File: src/rtl/core/assert_macros.svh
// assertion helpers shared by the rtl
`ifndef ASSERT_MACROS_SVH
`define ASSERT_MACROS_SVH

// checked on every edge outside reset
`define TCT_ASSERT(name, clock, reset, prop, msg) \
  name: assert property (@(posedge clock) disable iff (reset) prop) else $error(msg);

// checked on every edge, reset included
`define TCT_ASSERT_ALWAYS(name, clock, prop, msg) \
  name: assert property (@(posedge clock) prop) else $error(msg);

`endif

File: src/rtl/core/tct_pkg.sv
package tct_pkg;

  localparam logic [7:0] CHAR_BS    = 8'd8;
  localparam logic [7:0] CHAR_TAB   = 8'd9;
  localparam logic [7:0] CHAR_LF    = 8'd10;
  localparam logic [7:0] CHAR_CR    = 8'd13;
  localparam logic [7:0] BLANK_CHAR = 8'h20;
  localparam logic [7:0] RESET_ATTR = 8'h07;
  localparam int         TAB_STOP   = 8;

  typedef enum logic [1:0] {
    OP_TTY    = 2'd0,
    OP_PUT_AT = 2'd1,
    OP_CLEAR  = 2'd2,
    OP_READ   = 2'd3
  } op_t;

  typedef enum logic [2:0] {
    K_TTY_CHAR,
    K_BACKSPACE,
    K_NEWLINE,
    K_RETURN,
    K_TAB,
    K_PUT_AT,
    K_CLEAR,
    K_READ
  } kind_t;

  typedef struct packed {
    kind_t      kind;
    logic [7:0] char_code;
    logic [4:0] row_sel;
    logic [6:0] col_sel;
    logic       on_screen;
  } cmd_t;

  typedef enum logic [2:0] {
    ST_INIT,
    ST_IDLE,
    ST_SCROLL,
    ST_FILL,
    ST_POST
  } state_t;

endpackage

File: src/rtl/core/tct_front.sv
module tct_front #(
  parameter int SCREEN_COLUMNS = 80,
  parameter int SCREEN_ROWS    = 25
) (
  input  logic          enable,
  input  logic          full,
  input  logic          s_tvalid,
  output logic          s_tready,
  input  logic [23:0]   s_tdata,
  output logic          push,
  output tct_pkg::cmd_t cmd
);
  import tct_pkg::*;

  op_t        opcode;
  logic [7:0] char_code;
  logic [4:0] row_select;
  logic [6:0] column_select;

  assign opcode        = op_t'(s_tdata[1:0]);
  assign char_code     = s_tdata[9:2];
  assign row_select    = s_tdata[14:10];
  assign column_select = s_tdata[21:15];

  assign s_tready = enable && !full;
  assign push     = s_tvalid && s_tready;

  always_comb begin
    cmd.char_code = char_code;
    cmd.row_sel   = row_select;
    cmd.col_sel   = column_select;
    cmd.on_screen = ({1'b0, row_select} < 6'(SCREEN_ROWS)) &&
                    ({1'b0, column_select} < 8'(SCREEN_COLUMNS));
    case (opcode)
      OP_TTY: begin
        case (char_code)
          CHAR_BS:  cmd.kind = K_BACKSPACE;
          CHAR_LF:  cmd.kind = K_NEWLINE;
          CHAR_CR:  cmd.kind = K_RETURN;
          CHAR_TAB: cmd.kind = K_TAB;
          default:  cmd.kind = K_TTY_CHAR;
        endcase
      end
      OP_PUT_AT: cmd.kind = K_PUT_AT;
      OP_CLEAR:  cmd.kind = K_CLEAR;
      default:   cmd.kind = K_READ;
    endcase
  end

endmodule

File: config.mk
export PLATFORM = sky130hd
export DESIGN_NAME = tct_front
export DESIGN_NICKNAME = d
export VERILOG_FILES = /design/src/rtl/core/assert_macros.svh /design/src/rtl/core/tct_pkg.sv /design/src/rtl/core/tct_front.sv
export SDC_FILE = /design/constraint.sdc
export NUM_CORES = 1
export LEC_CHECK = 0
export ABC_AREA = 0
export BUFFER_PORTS_ARGS = -buffer_cell sky130_fd_sc_hd__buf_4
export CAP_MARGIN = 25
export CORE_AREA = 5 5 42 44
export DETAILED_ROUTE_END_ITERATION = 7
export DIE_AREA = 0 0 47 49
export PLACE_DENSITY = 0.81
export SETUP_SLACK_MARGIN = 0.5
export SLEW_MARGIN = 20
export SYNTH_ARGS = -nofsm -noshare
export SYNTH_HDL_FRONTEND = slang
export SYNTH_SLANG_ARGS = --single-unit
File: constraint.sdc
create_clock -name vclk -period 2.4
set_clock_uncertainty 0.15 [all_clocks]
set_input_delay 0.36 -clock vclk [all_inputs]
set_output_delay 0.36 -clock vclk [all_outputs]
set_load 0.02 [all_outputs]
==> metrics <==
Mapped Cells 43; Cell Chain, Critical Path buf_6, or4b_4, or3_4, o31ai_4, buf_6; num sequential 0; area of the multi-input gates 186 um^2; cell row count 14; Final Setup Violations 0; worst slew pin tran 278 ps; IO buf count 43; final net count 98; Via-to-Cell Ratio 4.36; max incr delay on CP 530 ps; DRT Pass-1 Iters 1; unrepaired setup endpoints after global routing yes; Max Slew Vio Count 0; CP delay by family, top simple AND/OR/NAND/NOR gates; ant diodes 0; Netlist cell types 18; via count 362; Tmin final 2230 ps; final hold vios 0; Placed Area 534 um^2; ANT nets after route 0; DP Wirelength 883 um; synth warn 0; kind of critical path in2out; Final Non-Filler Cells 83; fillers 146; most frequent cells after synthesis 20 x buf_4, 3 x a21oi_1; Layout clock buffers 0; hold endpoint cmd[2]; fin area 559 um^2; initial antenna violation count 0; total global-route track usage 6.74%; part of the cycle the worst path needs 93.0%; die area 2300 um^2; syn nets 72; top-count cell post-synth buf_4; post-synthesis cell area 322 um^2; CP arrival 1720 ps; largest net degree at the start of global routing 6; CP max FO 2; GRT overflow 0; initial core utilization 22.9%; endpoint type of the worst setup path output pin; status complete, no violations; Worst setup SP type input port; IO Count 53; drt wl/cell 10.9 um; Avg Inst Size Synth 7.48 um^2; Iter 0 DRT Violations 0; VDD IR max 0.0000701 V; Setup TNS Final 0 ps; die height 49 um; fmax 448 MHz; placed instance count 82; Slew HR 81.4%; Crit-path slowest cell or4b_4; first-pass GRT wire length 1240 um; critical path required time 1890 ps; PwrDens 217 nW/um^2; Area Overhead vs Synth 73.9%; Synth top area share 46.7%; HP Class in2out; Area contributors post-synth buf_4 47%, ha_1 7.8%, a21oi_1 4.7%; Die W 47 um; routability cong. 0.627; WL final 907 um; hold depth 0; post-synthesis sequential area ratio 0%; layout cells sized above 1 77.6%; static leakage 0.292 nW; Buf/Inv on CP 2; leading area contributor after synthesis buf_4; maxcap violations 0; vias in the first global route 347; Sequential Area 0 um^2; Core Box Area 1400 um^2; # DRC 0; CP dominant cell by count buf_6; Hold Crit Start s_tdata[16]
[cell type report]
cell class,count,share of cell area [%]
tap,16,3.58
multi-input combinational,21,33.3
inverter,2,1.34
timing repair buffer,44,61.7
[power by group]
| part | switching [mW] | internal [mW] | leakage (nW) |
|---|---|---|---|
| combinational | 0.0580 | 0.0631 | 0.292 |
| clock | 0 | 0 | 0 |
| sequential | 0 | 0 | 0 |
[cells in the final DEF (no fill, tap or decap)]
cell,Yosys,final
a21oi_1,3,3
nor2_1,2,2
o21ai_2,0,1
o311ai_1,1,1
ha_1,2,2
buf_4,20,40
and3b_1,1,1
buf_6,0,4
xor2_1,1,1
inv_2,0,2
or3_4,1,1
and2_1,2,2
nor2b_1,1,1
o21ai_0,1,1
o31ai_4,0,1
nand2b_1,1,1
or2b_4,0,1
or4b_4,1,1
o41ai_2,0,1
[kinds of logic (layout without fill, tap and decap cells)]
kind of cell / Yosys count / count (layout) / synth area share, %
adder cells (fa/ha/maj): 2 / 2 / 7.78
AND/OR/NAND/NOR: 10 / 10 / 23.3
buffers and inverters: 22 / 46 / 49.0
XOR/XNOR: 1 / 1 / 2.72
AO/OA/AOI/OAI: 8 / 8 / 17.1
[repair_timing]
item | in CTS | in global routing
gates resized for setup | 5 | 2
pin swaps | 2 | 2
hold buffers | 0 | 0
endpoints found under the hold margin | 0 | 0
setup buffers | 0 | 1
gates cloned | 0 | 0
setup endpoints to repair | 3 | 3
[stage by stage]
step           power, mW  hold slack (ps)  setup slack, ps  util [%]
3_5_place_dp       0.118              570             77.3      38.1
5_1_grt            0.129              570              139      39.9
3_3_place_gp       0.116              570             89.6      38.1
4_1_cts            0.122              570              109      39.4
6_report           0.121              570              168      39.9
2_1_floorplan     0.0787              652              278         -
[routing by layer]
layer | vias up | track usage, % | wire, um
met5 | - | 0 | 0
met4 | 0 | 0 | 0
met3 | 0 | 0.369 | 150
met2 | 37 | 13.3 | 472
met1 | 150 | 7.83 | 283
li1 | 175 | - | -
[worst max-delay path by stage]
stage | startpoint | endpoint | slack [ps] | depth (start not counted)
4_1_cts | s_tdata[7] | cmd[21] | 110 | 5
6_report | s_tdata[7] | cmd[21] | 170 | 5
5_1_grt | s_tdata[7] | cmd[21] | 140 | 5
3_3_place_gp | s_tdata[7] | cmd[21] | 90 | 5
3_5_place_dp | s_tdata[7] | cmd[21] | 80 | 5
2_1_floorplan | s_tdata[7] | cmd[21] | 280 | 3
Note: power is estimated with default switching activity, not from simulation.
