--- src/rtl/core/assert_macros.svh ---
// assertion helpers shared by the rtl
`ifndef ASSERT_MACROS_SVH
`define ASSERT_MACROS_SVH

// checked on every edge outside reset
`define TCT_ASSERT(name, clock, reset, prop, msg) \
  name: assert property (@(posedge clock) disable iff (reset) prop) else $error(msg);

// checked on every edge, reset included
`define TCT_ASSERT_ALWAYS(name, clock, prop, msg) \
  name: assert property (@(posedge clock) prop) else $error(msg);

`endif

--- src/rtl/core/tct_pkg.sv ---
package tct_pkg;

  localparam logic [7:0] CHAR_BS    = 8'd8;
  localparam logic [7:0] CHAR_TAB   = 8'd9;
  localparam logic [7:0] CHAR_LF    = 8'd10;
  localparam logic [7:0] CHAR_CR    = 8'd13;
  localparam logic [7:0] BLANK_CHAR = 8'h20;
  localparam logic [7:0] RESET_ATTR = 8'h07;
  localparam int         TAB_STOP   = 8;

  typedef enum logic [1:0] {
    OP_TTY    = 2'd0,
    OP_PUT_AT = 2'd1,
    OP_CLEAR  = 2'd2,
    OP_READ   = 2'd3
  } op_t;

  typedef enum logic [2:0] {
    K_TTY_CHAR,
    K_BACKSPACE,
    K_NEWLINE,
    K_RETURN,
    K_TAB,
    K_PUT_AT,
    K_CLEAR,
    K_READ
  } kind_t;

  typedef struct packed {
    kind_t      kind;
    logic [7:0] char_code;
    logic [4:0] row_sel;
    logic [6:0] col_sel;
    logic       on_screen;
  } cmd_t;

  typedef enum logic [2:0] {
    ST_INIT,
    ST_IDLE,
    ST_SCROLL,
    ST_FILL,
    ST_POST
  } state_t;

endpackage

--- src/rtl/core/tct_queue.sv ---
module tct_queue (
  input  logic          clk,
  input  logic          rst,
  input  logic          push,
  input  tct_pkg::cmd_t push_cmd,
  output logic          full,
  input  logic          pop,
  output logic          cmd_valid,
  output tct_pkg::cmd_t cmd
);
  import tct_pkg::*;

  localparam int DEPTH = 2;
  localparam int PTR_W = $clog2(DEPTH);

  cmd_t             entries [DEPTH];
  logic [PTR_W-1:0] wptr;
  logic [PTR_W-1:0] rptr;
  logic [PTR_W:0]   count;

  assign full      = (count == (PTR_W + 1)'(DEPTH));
  assign cmd_valid = (count != '0);
  assign cmd       = entries[rptr];

  always_ff @(posedge clk) begin
    if (push) begin
      entries[wptr] <= push_cmd;
    end
  end

  always_ff @(posedge clk) begin
    if (rst) begin
      wptr  <= '0;
      rptr  <= '0;
      count <= '0;
    end else begin
      if (push) begin
        wptr <= wptr + 1'b1;
      end
      if (pop) begin
        rptr <= rptr + 1'b1;
      end
      case ({push, pop})
        2'b10:   count <= count + 1'b1;
        2'b01:   count <= count - 1'b1;
        default: count <= count;
      endcase
    end
  end

endmodule

--- config.mk ---
export PLATFORM = sky130hd
export DESIGN_NAME = tct_queue
export DESIGN_NICKNAME = d
export VERILOG_FILES = /design/src/rtl/core/assert_macros.svh /design/src/rtl/core/tct_pkg.sv /design/src/rtl/core/tct_queue.sv
export SDC_FILE = /design/constraint.sdc
export NUM_CORES = 1
export LEC_CHECK = 0
export ABC_CLOCK_PERIOD_IN_PS = 6100
export BUFFER_PORTS_ARGS = -buffer_cell sky130_fd_sc_hd__clkbuf_2
export CAP_MARGIN = 5
export CORE_MARGIN = 2
export CORE_UTILIZATION = 50
export CTS_CLUSTER_SIZE = 40
export DETAILED_ROUTE_END_ITERATION = 6
export GPL_TIMING_DRIVEN = 1
export HOLD_SLACK_MARGIN = 0.05
export PLACE_DENSITY = 0.77
export SYNTH_ARGS = -nofsm -noshare
export SYNTH_HDL_FRONTEND = slang
export SYNTH_SLANG_ARGS = --single-unit
export TNS_END_PERCENT = 20
--- constraint.sdc ---
create_clock -name clk -period 6.1 [get_ports clk]
set_clock_uncertainty 0.05 [all_clocks]
set_input_delay 1.525 -clock clk [delete_from_list [all_inputs] [get_ports clk]]
set_output_delay 1.525 -clock clk [all_outputs]
set_load 0.02 [all_outputs]
==> results.txt <==
The logs give 0 for the number of gates resized after CTS and 0 ns for the final total negative setup slack. In this run the power density over the cells is 307 mW/mm^2. The register clock-pin slew on the reported worst setup and hold paths is 0.09 ns, and the total of endpoints with negative setup slack in the final report is 0. The maximum fanout along the worst path is 24.

The detailed router placed 986 vias in this run. The run finished with clean final reports. The run gives 4550 um as the wire length of the first global-routing pass. The portion of the post-synthesis area used by sequential elements was 79.7%; the largest net degree at the start of global routing was 25. The number of endpoints with negative hold slack in the final report was 0. The hold buffer count at cts is 0. The initialized floorplan defines 22 standard-cell rows. No sink is reached through more buffers than the 2 on the longest clock path.

The startpoint of the most critical hold path is count[1]$_SDFFE_PP0P_. Dividing the detail-routed wire length by the instance count gives 14.4 um. The count of mapped cells out of synthesis is 97, and the leakage power figure is 0.000893 uW. Cell type with the largest total area after synthesis: edfxtp_1. Data on the critical path is required at its endpoint by 4.53 ns. The clock root buffer is clkbuf_8. The signed area change from the synthesized netlist to the final layout is 21.3%, and the slew at the pin closest to its max-slew limit is 1.07 ns. The remaining design rule violation count came out at 0. The flip-flop and latch count after synthesis works out to 53.

In the routed layout, each cell is associated on average with a via count of 4.83. In this run the post-CTS setup repair buffer count came out at 0. Worst reg-to-reg setup slack: 4.41 ns. The post-route cell area is 0.00235 mm^2, and the width of the die is 66.2 um. Derived from the worst setup path, the maximum achievable clock frequency is 0.286 GHz. The type of the tightest min-delay check was flip-flop to flip-flop. Across every metal layer, demand over resource in global routing totals 14.9%. The synthesized netlist contains 15 unique library cells. In the post-route analysis, the smallest setup slack over all paths is 2.61 ns.

The worst pin sits at a relative slew slack of 28.6%. The critical path class was flip-flop to primary output. Once detail routing completed, the nets flagged for antenna violations numbered 0.

The worst path uses 57.2% of the clock period. The sink count of the clock tree was 53. The worst setup path is launched from a flip-flop. The number of synthesized flops with an enable pin was 48; the die footprint was 0.00438 mm^2.

STA puts the critical path data arrival time at 1.92 ns. The run gives 0.00369 mm^2 as the area of the core. The tools report the endpoint type of the worst setup path as a primary output. Cells with a size suffix above 1 make up 57.1% of the layout.

The tools report the number of iterations in the first detailed-routing pass as 4. The mean area per synthesized cell is 19.9 um^2. At the end of routability-driven placement, the weighted congestion stood at 0.631. Summed over all nets, the half-perimeter wirelength after detailed placement is 2040 um. For the initial core utilization, the log shows 52.4%. Yosys attributes the largest share of cell area to edfxtp_1 (75%), mux2_2 (14%), dfxtp_1 (5.2%). When the netlist entered floorplanning its net count stood at 126. The most frequent cell after synthesis was edfxtp_1. For this run, asynchronously set or reset flops after synthesis account for 0%. Setup repair after global routing left no endpoint under its margin. For this run, the number of Yosys warnings is 0. The final critical path time including I/O delays and setup works out to 3.49 ns.

The tools report the instance area at placement as 0.00225 mm^2. After the last flow step, the layout net total stands at 184. For this block, the routed nets add up to 2930 um of wire. The height of the chip is 66.2 um, and the number of maximum-capacitance violations is 0. For this design the top-level I/O count stands at 54. Dominant synthesized flop cell: edfxtp_1. In this run the critical register-to-register path is launched from wptr$_SDFFE_PP0P_. The mapped netlist covers 0.00193 mm^2.

For this block, the initial DRC count from the detailed router was 47. The total count of max-transition violations in the final report was 0; the initial antenna violation count was 0. For the antenna diode instance count, the log shows 0. The number of I/O port buffers came out at 53. In this run the biggest area consumer among cell types represents 74.5% of the synthesized area. Ranked by instance count, the synthesized netlist is headed by edfxtp_1 (48), mux2_2 (24), dfxtp_1 (5), nor2_1 (5).

The tools report the maximum level of the CTS H-tree as 2. The number of buffers added by the clock tree synthesis step was 5; the clock latency of the later-clocked register in the worst-skew pair was 0.29 ns. Via count of the first global-routing pass: 1003. Before CTS, the worst setup slack after placement is 2.90 ns.

Global routing finished with a remaining overflow of 0. TritonCTS built the clock tree. The run gives 0.000233 V as the maximum vdd drop.
## power by group
part / total (uW) / internal [uW] / switching [uW]
registers: 435 / 422 / 12.8
logic: 99.3 / 43.5 / 55.8
clock network: 187 / 80.4 / 107
## placed cells by master (no fill, tap or decap)
master	instances
ha_1	1
edfxtp_1	48
inv_1	1
dfxtp_1	5
and2b_2	1
o21ai_0	1
nor2_1	4
nor2_2	1
xor2_1	1
buf_4	1
clkinvlp_4	3
clkbuf_8	5
a21oi_1	1
and2_1	1
or3_1	1
or2_2	1
clkbuf_2	53
xnor2_1	3
mux2_2	24
## sequential cells by signal, summed over array words and instances (netlist names), named ones only
| signal | flops |
|---|---|
| count | 2 |
| rptr | 1 |
| wptr | 1 |
| entries | 48 |
## cell type report
type	instances	area (um^2)
multi-input combinational	40	377
fill	276	1340
clock inverter	3	22.5
tap	48	60.1
clock buffer	5	68.8
inverter	1	3.75
sequential	53	1540
timing repair buffer	54	273
## logic make-up (layout without fill, tap and decap cells)
family | after synthesis | after routing | synth area share [%]
DFF | 53 | 53 | 79.7
muxes | 24 | 24 | 14.0
and+or+nand+nor | 9 | 9 | 2.39
xor gates and xnor gates | 4 | 4 | 1.81
buffers and inverters | 4 | 63 | 0.970
AOI/OAI and AO/OA | 2 | 2 | 0.517
adders and majority gates | 1 | 1 | 0.647
## worst paths after layout
kind | end | cells after the start
worst max-delay path | cmd[21] | 2
worst min-delay path | count[1]$_SDFFE_PP0P_ | 2
worst max register to register | entries[1][8]$_DFFE_PP_ | 1
worst min register to register | count[1]$_SDFFE_PP0P_ | 2
## critical path: stages, from the launching register on
cell	delay, ns
dfxtp_1	1.02
mux2_2	0.43
clkbuf_2	0.16
## layer usage
metal	share of wire [%]	GRT usage [%]	vias to the layer above	wire length, um
met2	50	25.3	32	1450
met4	2.0	6.89	0	59
li1	-	-	481	-
met3	4.8	4.94	5	142
met1	44	16.9	468	1280
met5	0	0	-	0
## per-stage QoR
step | utilization, % | power [uW] | cells | hold WS (ns)
after detailed placement | 61.1 | 544 | 196 | 0.473
after global routing | 63.6 | 755 | 204 | 0.523
final | 63.6 | 721 | 204 | 0.488
after CTS | 63.6 | 730 | 204 | 0.491
after global placement | 61.1 | 539 | 196 | 0.422
after floorplan | - | 505 | 97 | 0.406
Note: power is estimated with default switching activity, not from simulation.
